### config.mk
export PLATFORM = sky130hd
export DESIGN_NAME = bounding_box_coordinate_scaler_unit
export DESIGN_NICKNAME = d
export VERILOG_FILES = /design/src/hw/rtl/bbcs_pkg.sv /design/src/hw/rtl/bbcs_div.sv /design/src/hw/rtl/bbcs_dp.sv /design/src/hw/rtl/bbcs_ctrl.sv /design/src/hw/rtl/bounding_box_coordinate_scaler_unit.sv
export SDC_FILE = /design/constraint.sdc
export NUM_CORES = 2
export LEC_CHECK = 0
export BUFFER_PORTS_ARGS = -buffer_cell sky130_fd_sc_hd__clkbuf_2
export CAP_MARGIN = 20
export CELL_PAD_IN_SITES_DETAIL_PLACEMENT = 0
export CELL_PAD_IN_SITES_GLOBAL_PLACEMENT = 1
export CORE_MARGIN = 2
export CORE_UTILIZATION = 55
export CTS_CLUSTER_SIZE = 24
export DETAILED_ROUTE_END_ITERATION = 10
export PLACE_DENSITY_LB_ADDON = 0.1
export SLEW_MARGIN = 0
export SYNTH_ARGS = -nofsm -noshare
export SYNTH_HDL_FRONTEND = slang
export SYNTH_SLANG_ARGS = --single-unit
### constraint.sdc
create_clock -name clk -period 9 [get_ports clk]
set_input_delay 0.45 -clock clk [delete_from_list [all_inputs] [get_ports clk]]
set_output_delay 0.45 -clock clk [all_outputs]
set_load 0.005 [all_outputs]
### src/hw/rtl/bbcs_pkg.sv
// ----------------------------------------------------------------------------
// bbcs_pkg
// Shared widths, constants and control types of the bounding box
// coordinate scaler.
// ----------------------------------------------------------------------------
package bbcs_pkg;

	// field widths
	localparam int COORD_W   = 11;
	localparam int LIMIT_W   = 12;
	localparam int INDEX_W   = 6;
	localparam int PROD_W    = COORD_W + LIMIT_W;
	localparam int QUO_W     = 12;
	localparam int DIV_STEPS = QUO_W;

	// default store depth
	localparam int MAX_POINTS_DEF = 64;

	// coordinate saturation and tracker start values
	localparam logic [COORD_W-1:0] COORD_SAT  = COORD_W'(2000);
	localparam logic [COORD_W-1:0] COORD_ZERO = '0;

	// limit register reset value
	localparam logic [LIMIT_W-1:0] LIMIT_RESET = LIMIT_W'(1000);

	// configuration register indexes
	localparam int REG_IDX_W = 1;
	localparam logic [REG_IDX_W-1:0] REG_X_LIMIT = 1'b0;
	localparam logic [REG_IDX_W-1:0] REG_Y_LIMIT = 1'b1;

	// commands from controller to datapath
	typedef struct packed {
		logic accept;    // input word taken this cycle
		logic rd;        // read the store at the emit index
		logic mul;       // offset and product stage
		logic div_load;  // load both dividers
		logic div_step;  // one shift-subtract step
		logic capture;   // load the output register
		logic clear;     // end of run: reset set and emit index
	} cmd_t;

	// status from datapath to controller
	typedef struct packed {
		logic is_last;   // emit index points at the final stored vertex
	} status_t;

endpackage

### src/hw/rtl/bbcs_div.sv
// ----------------------------------------------------------------------------
// bbcs_div
// Restoring shift-subtract divider, one quotient bit per step. The caller
// guarantees the quotient fits QUO_W bits, so the top dividend bits start
// as the partial remainder.
// ----------------------------------------------------------------------------
module bbcs_div
	import bbcs_pkg::*;
(
	input  logic               clk,
	input  logic               load,
	input  logic               step,
	input  logic [PROD_W-1:0]  dividend,
	input  logic [COORD_W-1:0] divisor,
	output logic [QUO_W-1:0]   quotient
);

	logic [COORD_W-1:0] rem_q;
	logic [COORD_W-1:0] den_q;
	logic [QUO_W-1:0]   work_q;
	logic [COORD_W:0]   trial;
	logic               fits;
	logic [COORD_W:0]   diff;

	// trial subtract of the divisor from the shifted remainder
	always_comb begin
		trial = {rem_q, work_q[QUO_W-1]};
		fits  = trial >= {1'b0, den_q};
		diff  = trial - {1'b0, den_q};
	end

	// low dividend bits shift out as quotient bits shift in
	always_ff @(posedge clk) begin
		if (load) begin
			rem_q  <= dividend[PROD_W-1:QUO_W];
			work_q <= dividend[QUO_W-1:0];
			den_q  <= divisor;
		end else if (step) begin
			rem_q  <= fits ? diff[COORD_W-1:0] : trial[COORD_W-1:0];
			work_q <= {work_q[QUO_W-2:0], fits};
		end
	end

	assign quotient = work_q;

endmodule

### src/hw/rtl/bbcs_dp.sv
// ----------------------------------------------------------------------------
// bbcs_dp
// Datapath: limit registers, vertex store, min/max trackers, offset and
// product stage, two dividers and the output register.
// ----------------------------------------------------------------------------
module bbcs_dp
	import bbcs_pkg::*;
#(
	parameter int MAX_POINTS = MAX_POINTS_DEF
) (
	input  logic                 clk,
	input  logic                 arst_n,
	input  logic                 cfg_write,
	input  logic [REG_IDX_W-1:0] cfg_index,
	input  logic [LIMIT_W-1:0]   cfg_data,
	input  logic [COORD_W-1:0]   x_in,
	input  logic [COORD_W-1:0]   y_in,
	input  cmd_t                 cmd,
	output status_t              status,
	output logic [INDEX_W-1:0]   point_index,
	output logic [LIMIT_W-1:0]   x_out,
	output logic [LIMIT_W-1:0]   y_out,
	output logic                 last_out
);

	localparam int IDX_W = (MAX_POINTS > 1) ? $clog2(MAX_POINTS) : 1;
	localparam int CNT_W = $clog2(MAX_POINTS + 1);

	logic [LIMIT_W-1:0] x_limit_q;
	logic [LIMIT_W-1:0] y_limit_q;

	logic [CNT_W-1:0]   count_q;
	logic [IDX_W-1:0]   idx_q;
	logic [COORD_W-1:0] x_min_q, x_max_q, y_min_q, y_max_q;

	logic [2*COORD_W-1:0] store_mem [MAX_POINTS];
	logic [2*COORD_W-1:0] rd_s1;

	logic [COORD_W-1:0] x_sat, y_sat;
	logic               has_room;

	logic [COORD_W-1:0] off_x, off_y;
	logic [COORD_W-1:0] off_x_s2, off_y_s2;
	logic [PROD_W-1:0]  prod_x_s2, prod_y_s2;
	logic               flat_x_s2, flat_y_s2;
	logic [QUO_W-1:0]   quo_x, quo_y;

	// limit registers
	always_ff @(posedge clk or negedge arst_n) begin
		if (!arst_n) begin
			x_limit_q <= LIMIT_RESET;
			y_limit_q <= LIMIT_RESET;
		end else if (cfg_write) begin
			unique case (cfg_index)
				REG_X_LIMIT: x_limit_q <= cfg_data;
				REG_Y_LIMIT: y_limit_q <= cfg_data;
			endcase
		end
	end

	// input saturation
	always_comb begin
		x_sat    = (x_in > COORD_SAT) ? COORD_SAT : x_in;
		y_sat    = (y_in > COORD_SAT) ? COORD_SAT : y_in;
		has_room = count_q < CNT_W'(MAX_POINTS);
	end

	// fill count, emit index and min/max trackers
	always_ff @(posedge clk or negedge arst_n) begin
		if (!arst_n) begin
			count_q <= '0;
			idx_q   <= '0;
			x_min_q <= COORD_SAT;
			x_max_q <= COORD_ZERO;
			y_min_q <= COORD_SAT;
			y_max_q <= COORD_ZERO;
		end else if (cmd.clear) begin
			count_q <= '0;
			idx_q   <= '0;
			x_min_q <= COORD_SAT;
			x_max_q <= COORD_ZERO;
			y_min_q <= COORD_SAT;
			y_max_q <= COORD_ZERO;
		end else begin
			if (cmd.accept && has_room) begin
				count_q <= count_q + CNT_W'(1);
				if (x_sat > x_max_q) x_max_q <= x_sat;
				if (x_sat < x_min_q) x_min_q <= x_sat;
				if (y_sat > y_max_q) y_max_q <= y_sat;
				if (y_sat < y_min_q) y_min_q <= y_sat;
			end
			if (cmd.capture) begin
				idx_q <= idx_q + IDX_W'(1);
			end
		end
	end

	assign status.is_last = (CNT_W'(idx_q) == count_q - CNT_W'(1));

	// vertex store write
	always_ff @(posedge clk) begin
		if (cmd.accept && has_room) begin
			store_mem[count_q[IDX_W-1:0]] <= {x_sat, y_sat};
		end
	end

	// vertex store registered read
	always_ff @(posedge clk) begin
		if (cmd.rd) begin
			rd_s1 <= store_mem[idx_q];
		end
	end

	// offset from the axis minimum
	always_comb begin
		off_x = rd_s1[2*COORD_W-1:COORD_W] - x_min_q;
		off_y = rd_s1[COORD_W-1:0] - y_min_q;
	end

	// offset times limit
	always_ff @(posedge clk) begin
		if (cmd.mul) begin
			off_x_s2  <= off_x;
			off_y_s2  <= off_y;
			prod_x_s2 <= PROD_W'(off_x) * PROD_W'(x_limit_q);
			prod_y_s2 <= PROD_W'(off_y) * PROD_W'(y_limit_q);
			flat_x_s2 <= x_max_q <= x_min_q;
			flat_y_s2 <= y_max_q <= y_min_q;
		end
	end

	// divide by the axis extent
	bbcs_div u_div_x (
		.clk      (clk),
		.load     (cmd.div_load),
		.step     (cmd.div_step),
		.dividend (prod_x_s2),
		.divisor  (x_max_q - x_min_q),
		.quotient (quo_x)
	);

	bbcs_div u_div_y (
		.clk      (clk),
		.load     (cmd.div_load),
		.step     (cmd.div_step),
		.dividend (prod_y_s2),
		.divisor  (y_max_q - y_min_q),
		.quotient (quo_y)
	);

	// output register, zero extent passes the offset through
	always_ff @(posedge clk) begin
		if (cmd.capture) begin
			point_index <= INDEX_W'(idx_q);
			x_out       <= flat_x_s2 ? LIMIT_W'(off_x_s2) : quo_x;
			y_out       <= flat_y_s2 ? LIMIT_W'(off_y_s2) : quo_y;
			last_out    <= status.is_last;
		end
	end

endmodule

### src/hw/rtl/bbcs_ctrl.sv
// ----------------------------------------------------------------------------
// bbcs_ctrl
// Controller: takes input words while loading, then walks the store one
// vertex at a time through read, product, divide and output.
// ----------------------------------------------------------------------------
module bbcs_ctrl
	import bbcs_pkg::*;
(
	input  logic    clk,
	input  logic    arst_n,
	input  logic    in_valid,
	input  logic    last_point,
	output logic    in_stall,
	output logic    out_valid,
	input  logic    out_stall,
	input  status_t status,
	output cmd_t    cmd
);

	localparam int STEP_W = $clog2(DIV_STEPS);

	typedef enum logic [2:0] {
		ST_LOAD,
		ST_READ,
		ST_MUL,
		ST_DLOAD,
		ST_DIV,
		ST_PUT
	} state_t;

	state_t            state_q;
	logic [STEP_W-1:0] step_q;
	logic              out_valid_q;
	logic              slot_free;

	assign slot_free = !out_valid_q || !out_stall;
	assign in_stall  = (state_q != ST_LOAD);
	assign out_valid = out_valid_q;

	// command decode
	always_comb begin
		cmd = '0;
		unique case (state_q)
			ST_LOAD:  cmd.accept   = in_valid;
			ST_READ:  cmd.rd       = 1'b1;
			ST_MUL:   cmd.mul      = 1'b1;
			ST_DLOAD: cmd.div_load = 1'b1;
			ST_DIV:   cmd.div_step = 1'b1;
			ST_PUT: begin
				cmd.capture = slot_free;
				cmd.clear   = slot_free && status.is_last;
			end
		endcase
	end

	// state, divide step count and output valid
	always_ff @(posedge clk or negedge arst_n) begin
		if (!arst_n) begin
			state_q     <= ST_LOAD;
			step_q      <= '0;
			out_valid_q <= 1'b0;
		end else begin
			// raised on capture, dropped once the word is taken
			if (cmd.capture) begin
				out_valid_q <= 1'b1;
			end else if (out_valid_q && !out_stall) begin
				out_valid_q <= 1'b0;
			end
			unique case (state_q)
				ST_LOAD: begin
					if (in_valid && last_point) state_q <= ST_READ;
				end
				ST_READ: state_q <= ST_MUL;
				ST_MUL:  state_q <= ST_DLOAD;
				ST_DLOAD: begin
					step_q  <= '0;
					state_q <= ST_DIV;
				end
				ST_DIV: begin
					step_q <= step_q + STEP_W'(1);
					if (step_q == STEP_W'(DIV_STEPS - 1)) state_q <= ST_PUT;
				end
				ST_PUT: begin
					if (slot_free) begin
						state_q <= status.is_last ? ST_LOAD : ST_READ;
					end
				end
			endcase
		end
	end

endmodule

### src/hw/rtl/bounding_box_coordinate_scaler_unit.sv
// ----------------------------------------------------------------------------
// bounding_box_coordinate_scaler_unit
// Collects a set of vertices, tracks the per-axis bounding box and emits
// every vertex shifted to the box origin and scaled to the axis limit.
// ----------------------------------------------------------------------------
// Usage:
//   input channel (in_valid / in_stall): one vertex per word; words are
//   taken one per cycle while the set is loading. A vertex beyond the store
//   depth is dropped, but its last_point flag still starts the emit run.
//   output channel (out_valid / out_stall): one word per stored vertex, in
//   load order, last_out set on the final one.
//   config port: cfg_write with cfg_index 0 writes x_limit, 1 writes y_limit;
//   write only while the block is idle.
// Timing:
//   each emitted word passes through store read, offset and product,
//   divider load, 12 steps of the shift-subtract dividers (one quotient
//   bit a cycle) and output capture. While the output is not stalled,
//   the 12-step divider sets the emit rate. Input stays stalled for the
//   whole emit run; the last word may wait in the output register while a
//   new set loads.
// Reset: limits return to 1000, the set is empty, minima 2000, maxima 0.
// A stalled output word holds; the next vertex is prepared meanwhile and
// waits until the output register frees.
// ----------------------------------------------------------------------------
module bounding_box_coordinate_scaler_unit
	import bbcs_pkg::*;
#(
	parameter int MAX_POINTS = MAX_POINTS_DEF
) (
	input  logic                 clk,
	input  logic                 arst_n,
	input  logic                 cfg_write,
	input  logic [REG_IDX_W-1:0] cfg_index,
	input  logic [LIMIT_W-1:0]   cfg_data,
	input  logic                 in_valid,
	output logic                 in_stall,
	input  logic [COORD_W-1:0]   x_in,
	input  logic [COORD_W-1:0]   y_in,
	input  logic                 last_point,
	output logic                 out_valid,
	input  logic                 out_stall,
	output logic [INDEX_W-1:0]   point_index,
	output logic [LIMIT_W-1:0]   x_out,
	output logic [LIMIT_W-1:0]   y_out,
	output logic                 last_out
);

	cmd_t    cmd;
	status_t status;

	// sequencing
	bbcs_ctrl u_ctrl (
		.clk        (clk),
		.arst_n     (arst_n),
		.in_valid   (in_valid),
		.last_point (last_point),
		.in_stall   (in_stall),
		.out_valid  (out_valid),
		.out_stall  (out_stall),
		.status     (status),
		.cmd        (cmd)
	);

	// store, trackers and arithmetic
	bbcs_dp #(
		.MAX_POINTS (MAX_POINTS)
	) u_dp (
		.clk         (clk),
		.arst_n      (arst_n),
		.cfg_write   (cfg_write),
		.cfg_index   (cfg_index),
		.cfg_data    (cfg_data),
		.x_in        (x_in),
		.y_in        (y_in),
		.cmd         (cmd),
		.status      (status),
		.point_index (point_index),
		.x_out       (x_out),
		.y_out       (y_out),
		.last_out    (last_out)
	);

	// at most one datapath operation a cycle
	assert property (@(posedge clk) disable iff (!arst_n)
		$onehot0({cmd.accept, cmd.rd, cmd.mul, cmd.div_load, cmd.div_step, cmd.capture}))
		else $error("more than one datapath command at once");

	// a pending output word is never overwritten
	assert property (@(posedge clk) disable iff (!arst_n)
		cmd.capture |-> !(out_valid && out_stall))
		else $error("output word overwritten while stalled");

	// the set clears only with the capture of its final vertex
	assert property (@(posedge clk) disable iff (!arst_n)
		cmd.clear |-> (cmd.capture && status.is_last))
		else $error("set cleared outside the final capture");

	// dividers step right after loading
	assert property (@(posedge clk) disable iff (!arst_n)
		cmd.div_load |=> cmd.div_step)
		else $error("divider loaded without stepping");

endmodule
==> results.md <==
* Drt total wl at 191000 um
* Die height at 380 um
* RR Startpoint: u_dp.y_min_q[2]
* I/O Buffers at 73
* Final-report setup violation count at 0
* Fillers at 10323
* Ys flop type: edfxtp_1
* Grt met2 use at between 40% and 50%
* Synth area leaders: edfxtp_1 (62%), mux4_2 (12%), fa_1 (4.7%), ha_1 (3.7%), dfrtp_1 (2.1%)
* Crit path time final at 7260 ps
* Initial DRT Pass Iterations at 5
* Mapped cell area at 0.0779 mm^2
* Num rows at 138
* Number of synthesized flops with an enable pin at roughly 1600
* Hold Crit Start: y_in[2]
* Global-route layer with the greatest usage: met2
* Initial core utilization at a little under three fifths
* TritonCTS clock tree: done
* 1st-iter DRT viols at ~3700
* Gr usage total at 26.6%
* WS Path Type: reg -> reg
* Die width at approximately 380 um
* Commonest cells in the netlist: edfxtp_1 (1599), mux4_2 (416), inv_1 (336)
* Global placer's final weighted congestion at between 0.8 and 0.9
* FFs w/ async S/R, synth at 5.27%
* Final setup skew at 49.7 ps
* H-tree depth at 4
* Yosys warnings at 0
* FMAX at 0.138 GHz
* Worst setup margin at 1740 ps
* Vias in the first global route at around 42000
* Yosys top cell area share at 61.7%
* Post-route ant nets at 0
* # clock sinks at about 1700
* Multi-input gate area at 0.0256 mm^2
* Arrival time worst endpoint at just under 8000 ps
* Total Neg Setup Slack at 0 ps
* Slew headroom at 25.5%
* Count leader, synth: edfxtp_1
* Post-CTS sizing at 0
* Worst-Skew Late Latency at 800 ps
* Initial antenna violation count at 2
* Final hold vios at 0
* Required @ worst endpoint at roughly 9500 ps
* RSZ-0062 raised after global routing: false
* Remaining Overflow, GRT at 0
* Max Slew Vio Count at 0
* Reg area at slightly above 0.05 mm^2
* DR vias at 41549
* Maxcap violations at 0
* Synth-to-layout area growth at 11.3%
* Full die area at 0.145 mm^2
* Synth area leader: edfxtp_1
* Tightest Pin Transition at 1120 ps
* Syn Inst Count at 4587
* Pin count of the biggest net entering global routing at around 100
* Synthesized area per cell at 17.0 um^2
* Synth Net Count at 5044
* CTS max path bufs at 3
* First-pass GRT wire length at around 280000 um
* Worst Setup Start Kind: flop
* Clock transition at the registers of the reported paths at 60 ps
* CTS Buf Count at 171
* Pre-CTS WS at around 1700 ps
* Hpwl dp at 115000 um
* Met1 Track Usage GR at 37.9%
* I/O pin count at 74
* Cell variety after synth at 74
* Final nets at between 5000 and 6000
* Final period util at 80.7%
* Root buffer cell: clkbuf_16
* Avg Vias per Cell at 6.10
* Cell Area, Placed at slightly above 0.08 mm^2
* Share of layout cells above drive strength 1 at 21.8%
* Crit-path max FO at 13
* Core Footprint at between 0.1 and 0.15 mm^2
* #FFs+latches synth at 1688
* Wire per inst at 28.0 um
* Worst Hold Class: in -> reg
* DRC errors left at 0
* Status: complete, no violations
* Hold slack final at 71.2 ps
* Critical Path End Type: flop
* Met3 Use GR at between 3 and 4%
* Final design instance area without fill at approximately 0.087 mm^2
* Post-synthesis sequential area ratio at 64.6%
* Worst setup path startpoint: u_dp.y_min_q[2]
## cells by family after synthesis
logic type	after synthesis	synth area share, %
flip-flops	1688	64.6
AND/OR/NAND/NOR	878	5.41
buffers and inverters	551	2.91
adder cells (fa/ha/maj)	416	8.46
XOR/XNOR	85	0.956
multiplexers	587	14.3
AO/OA/AOI/OAI	382	3.37
## worst paths after layout
kind	cells after the start	end	slack (ps)
setup reg to reg	21	u_dp.prod_y_s2[22]	1740
hold / removal	3	u_dp.y_max_q[2]	70
max in group asynchronous	3	u_dp.idx_q[3]	7540
setup / recovery	21	u_dp.prod_y_s2[22]	1740
min in group asynchronous	2	u_ctrl.state_q[1]	90
hold reg to reg	2	u_dp.y_min_q[8]	500
## metal layers
| layer | share of wire (%) | vias up |
|---|---|---|
| met5 | 0 | - |
| met4 | 2.8 | 0 |
| met3 | 6.3 | 251 |
| met2 | 49 | 1446 |
| met1 | 42 | 21889 |
| li1 | - | 17963 |
## repair_timing
action,4_1_cts,5_1_grt
hold buffers,15,0
buffers inserted,0,0
endpoints found under the hold margin,47,0
## layout by cell type, fill, tap and decap left out, drive strengths merged, types with 42 or more instances in the layout
cell type	instances
o21ai	63
and2	85
dfrtp	65
ha	232
a21oi	88
fa	184
mux2	65
nand3	43
and3	42
nand2	313
xnor2	58
inv	340
nor2	184
buf	150
nor2b	69
edfxtp	1599
clkinv	77
mux4	416
clkbuf	286
mux2i	106
## through the flow
| stage | util [%] | std cells |
|---|---|---|
| after floorplan | - | 4587 |
| after global placement | 57.5 | 6483 |
| after detailed placement | 57.5 | 6483 |
| after CTS | 61.4 | 6807 |
| after global routing | 61.4 | 6808 |
| final | 61.4 | 6810 |
## worst max-delay path, cell delays in order (launching register included)
cell	delay, ps
dfrtp_1	380
inv_1	110
ha_1	270
nor2b_1	150
o21ai_0	190
a21boi_1	140
o211a_1	290
o41ai_4	860
mux2_2	430
fa_1	480
inv_1	50
fa_1	450
fa_1	490
inv_1	50
fa_1	470
inv_1	40
ha_1	270
ha_1	390
nand3_1	160
or4_1	510
o21ai_0	520
o311ai_0	240
## cell type report
type                       count  share of cell area (%)
clock buffer                 214                    5.28
tap                         1890                    2.73
inverter                     336                    1.46
clock inverter                95                   0.971
multi-input combinational   2348                    29.6
antenna                        2                 0.00578
timing repair buffer         237                    1.93
sequential                  1688                    58.0
## flip-flops by register name, indices dropped and copies added, names as in the netlist, 6 cells and up
| register | flops |
|---|---|
| u_dp.count_q | 7 |
| u_dp.idx_q | 6 |
| u_dp.off_x_s2 | 11 |
| u_dp.off_y_s2 | 11 |
| u_dp.point_index | 6 |
| u_dp.prod_x_s2 | 23 |
| u_dp.prod_y_s2 | 23 |
| u_dp.rd_s1 | 22 |
| u_dp.store_mem | 1408 |
| u_dp.u_div_x.den_q | 11 |
| u_dp.u_div_x.quotient | 12 |
| u_dp.u_div_x.rem_q | 11 |
| u_dp.u_div_y.den_q | 11 |
| u_dp.u_div_y.quotient | 12 |
| u_dp.u_div_y.rem_q | 11 |
| u_dp.x_limit_q | 12 |
| u_dp.x_max_q | 11 |
| u_dp.x_min_q | 11 |
| u_dp.x_out | 12 |
| u_dp.y_limit_q | 12 |
| u_dp.y_max_q | 11 |
| u_dp.y_min_q | 11 |
| u_dp.y_out | 12 |
Power is not shown: default switching activity piles up to over one toggle a cycle in this logic, so the estimate is an artifact.
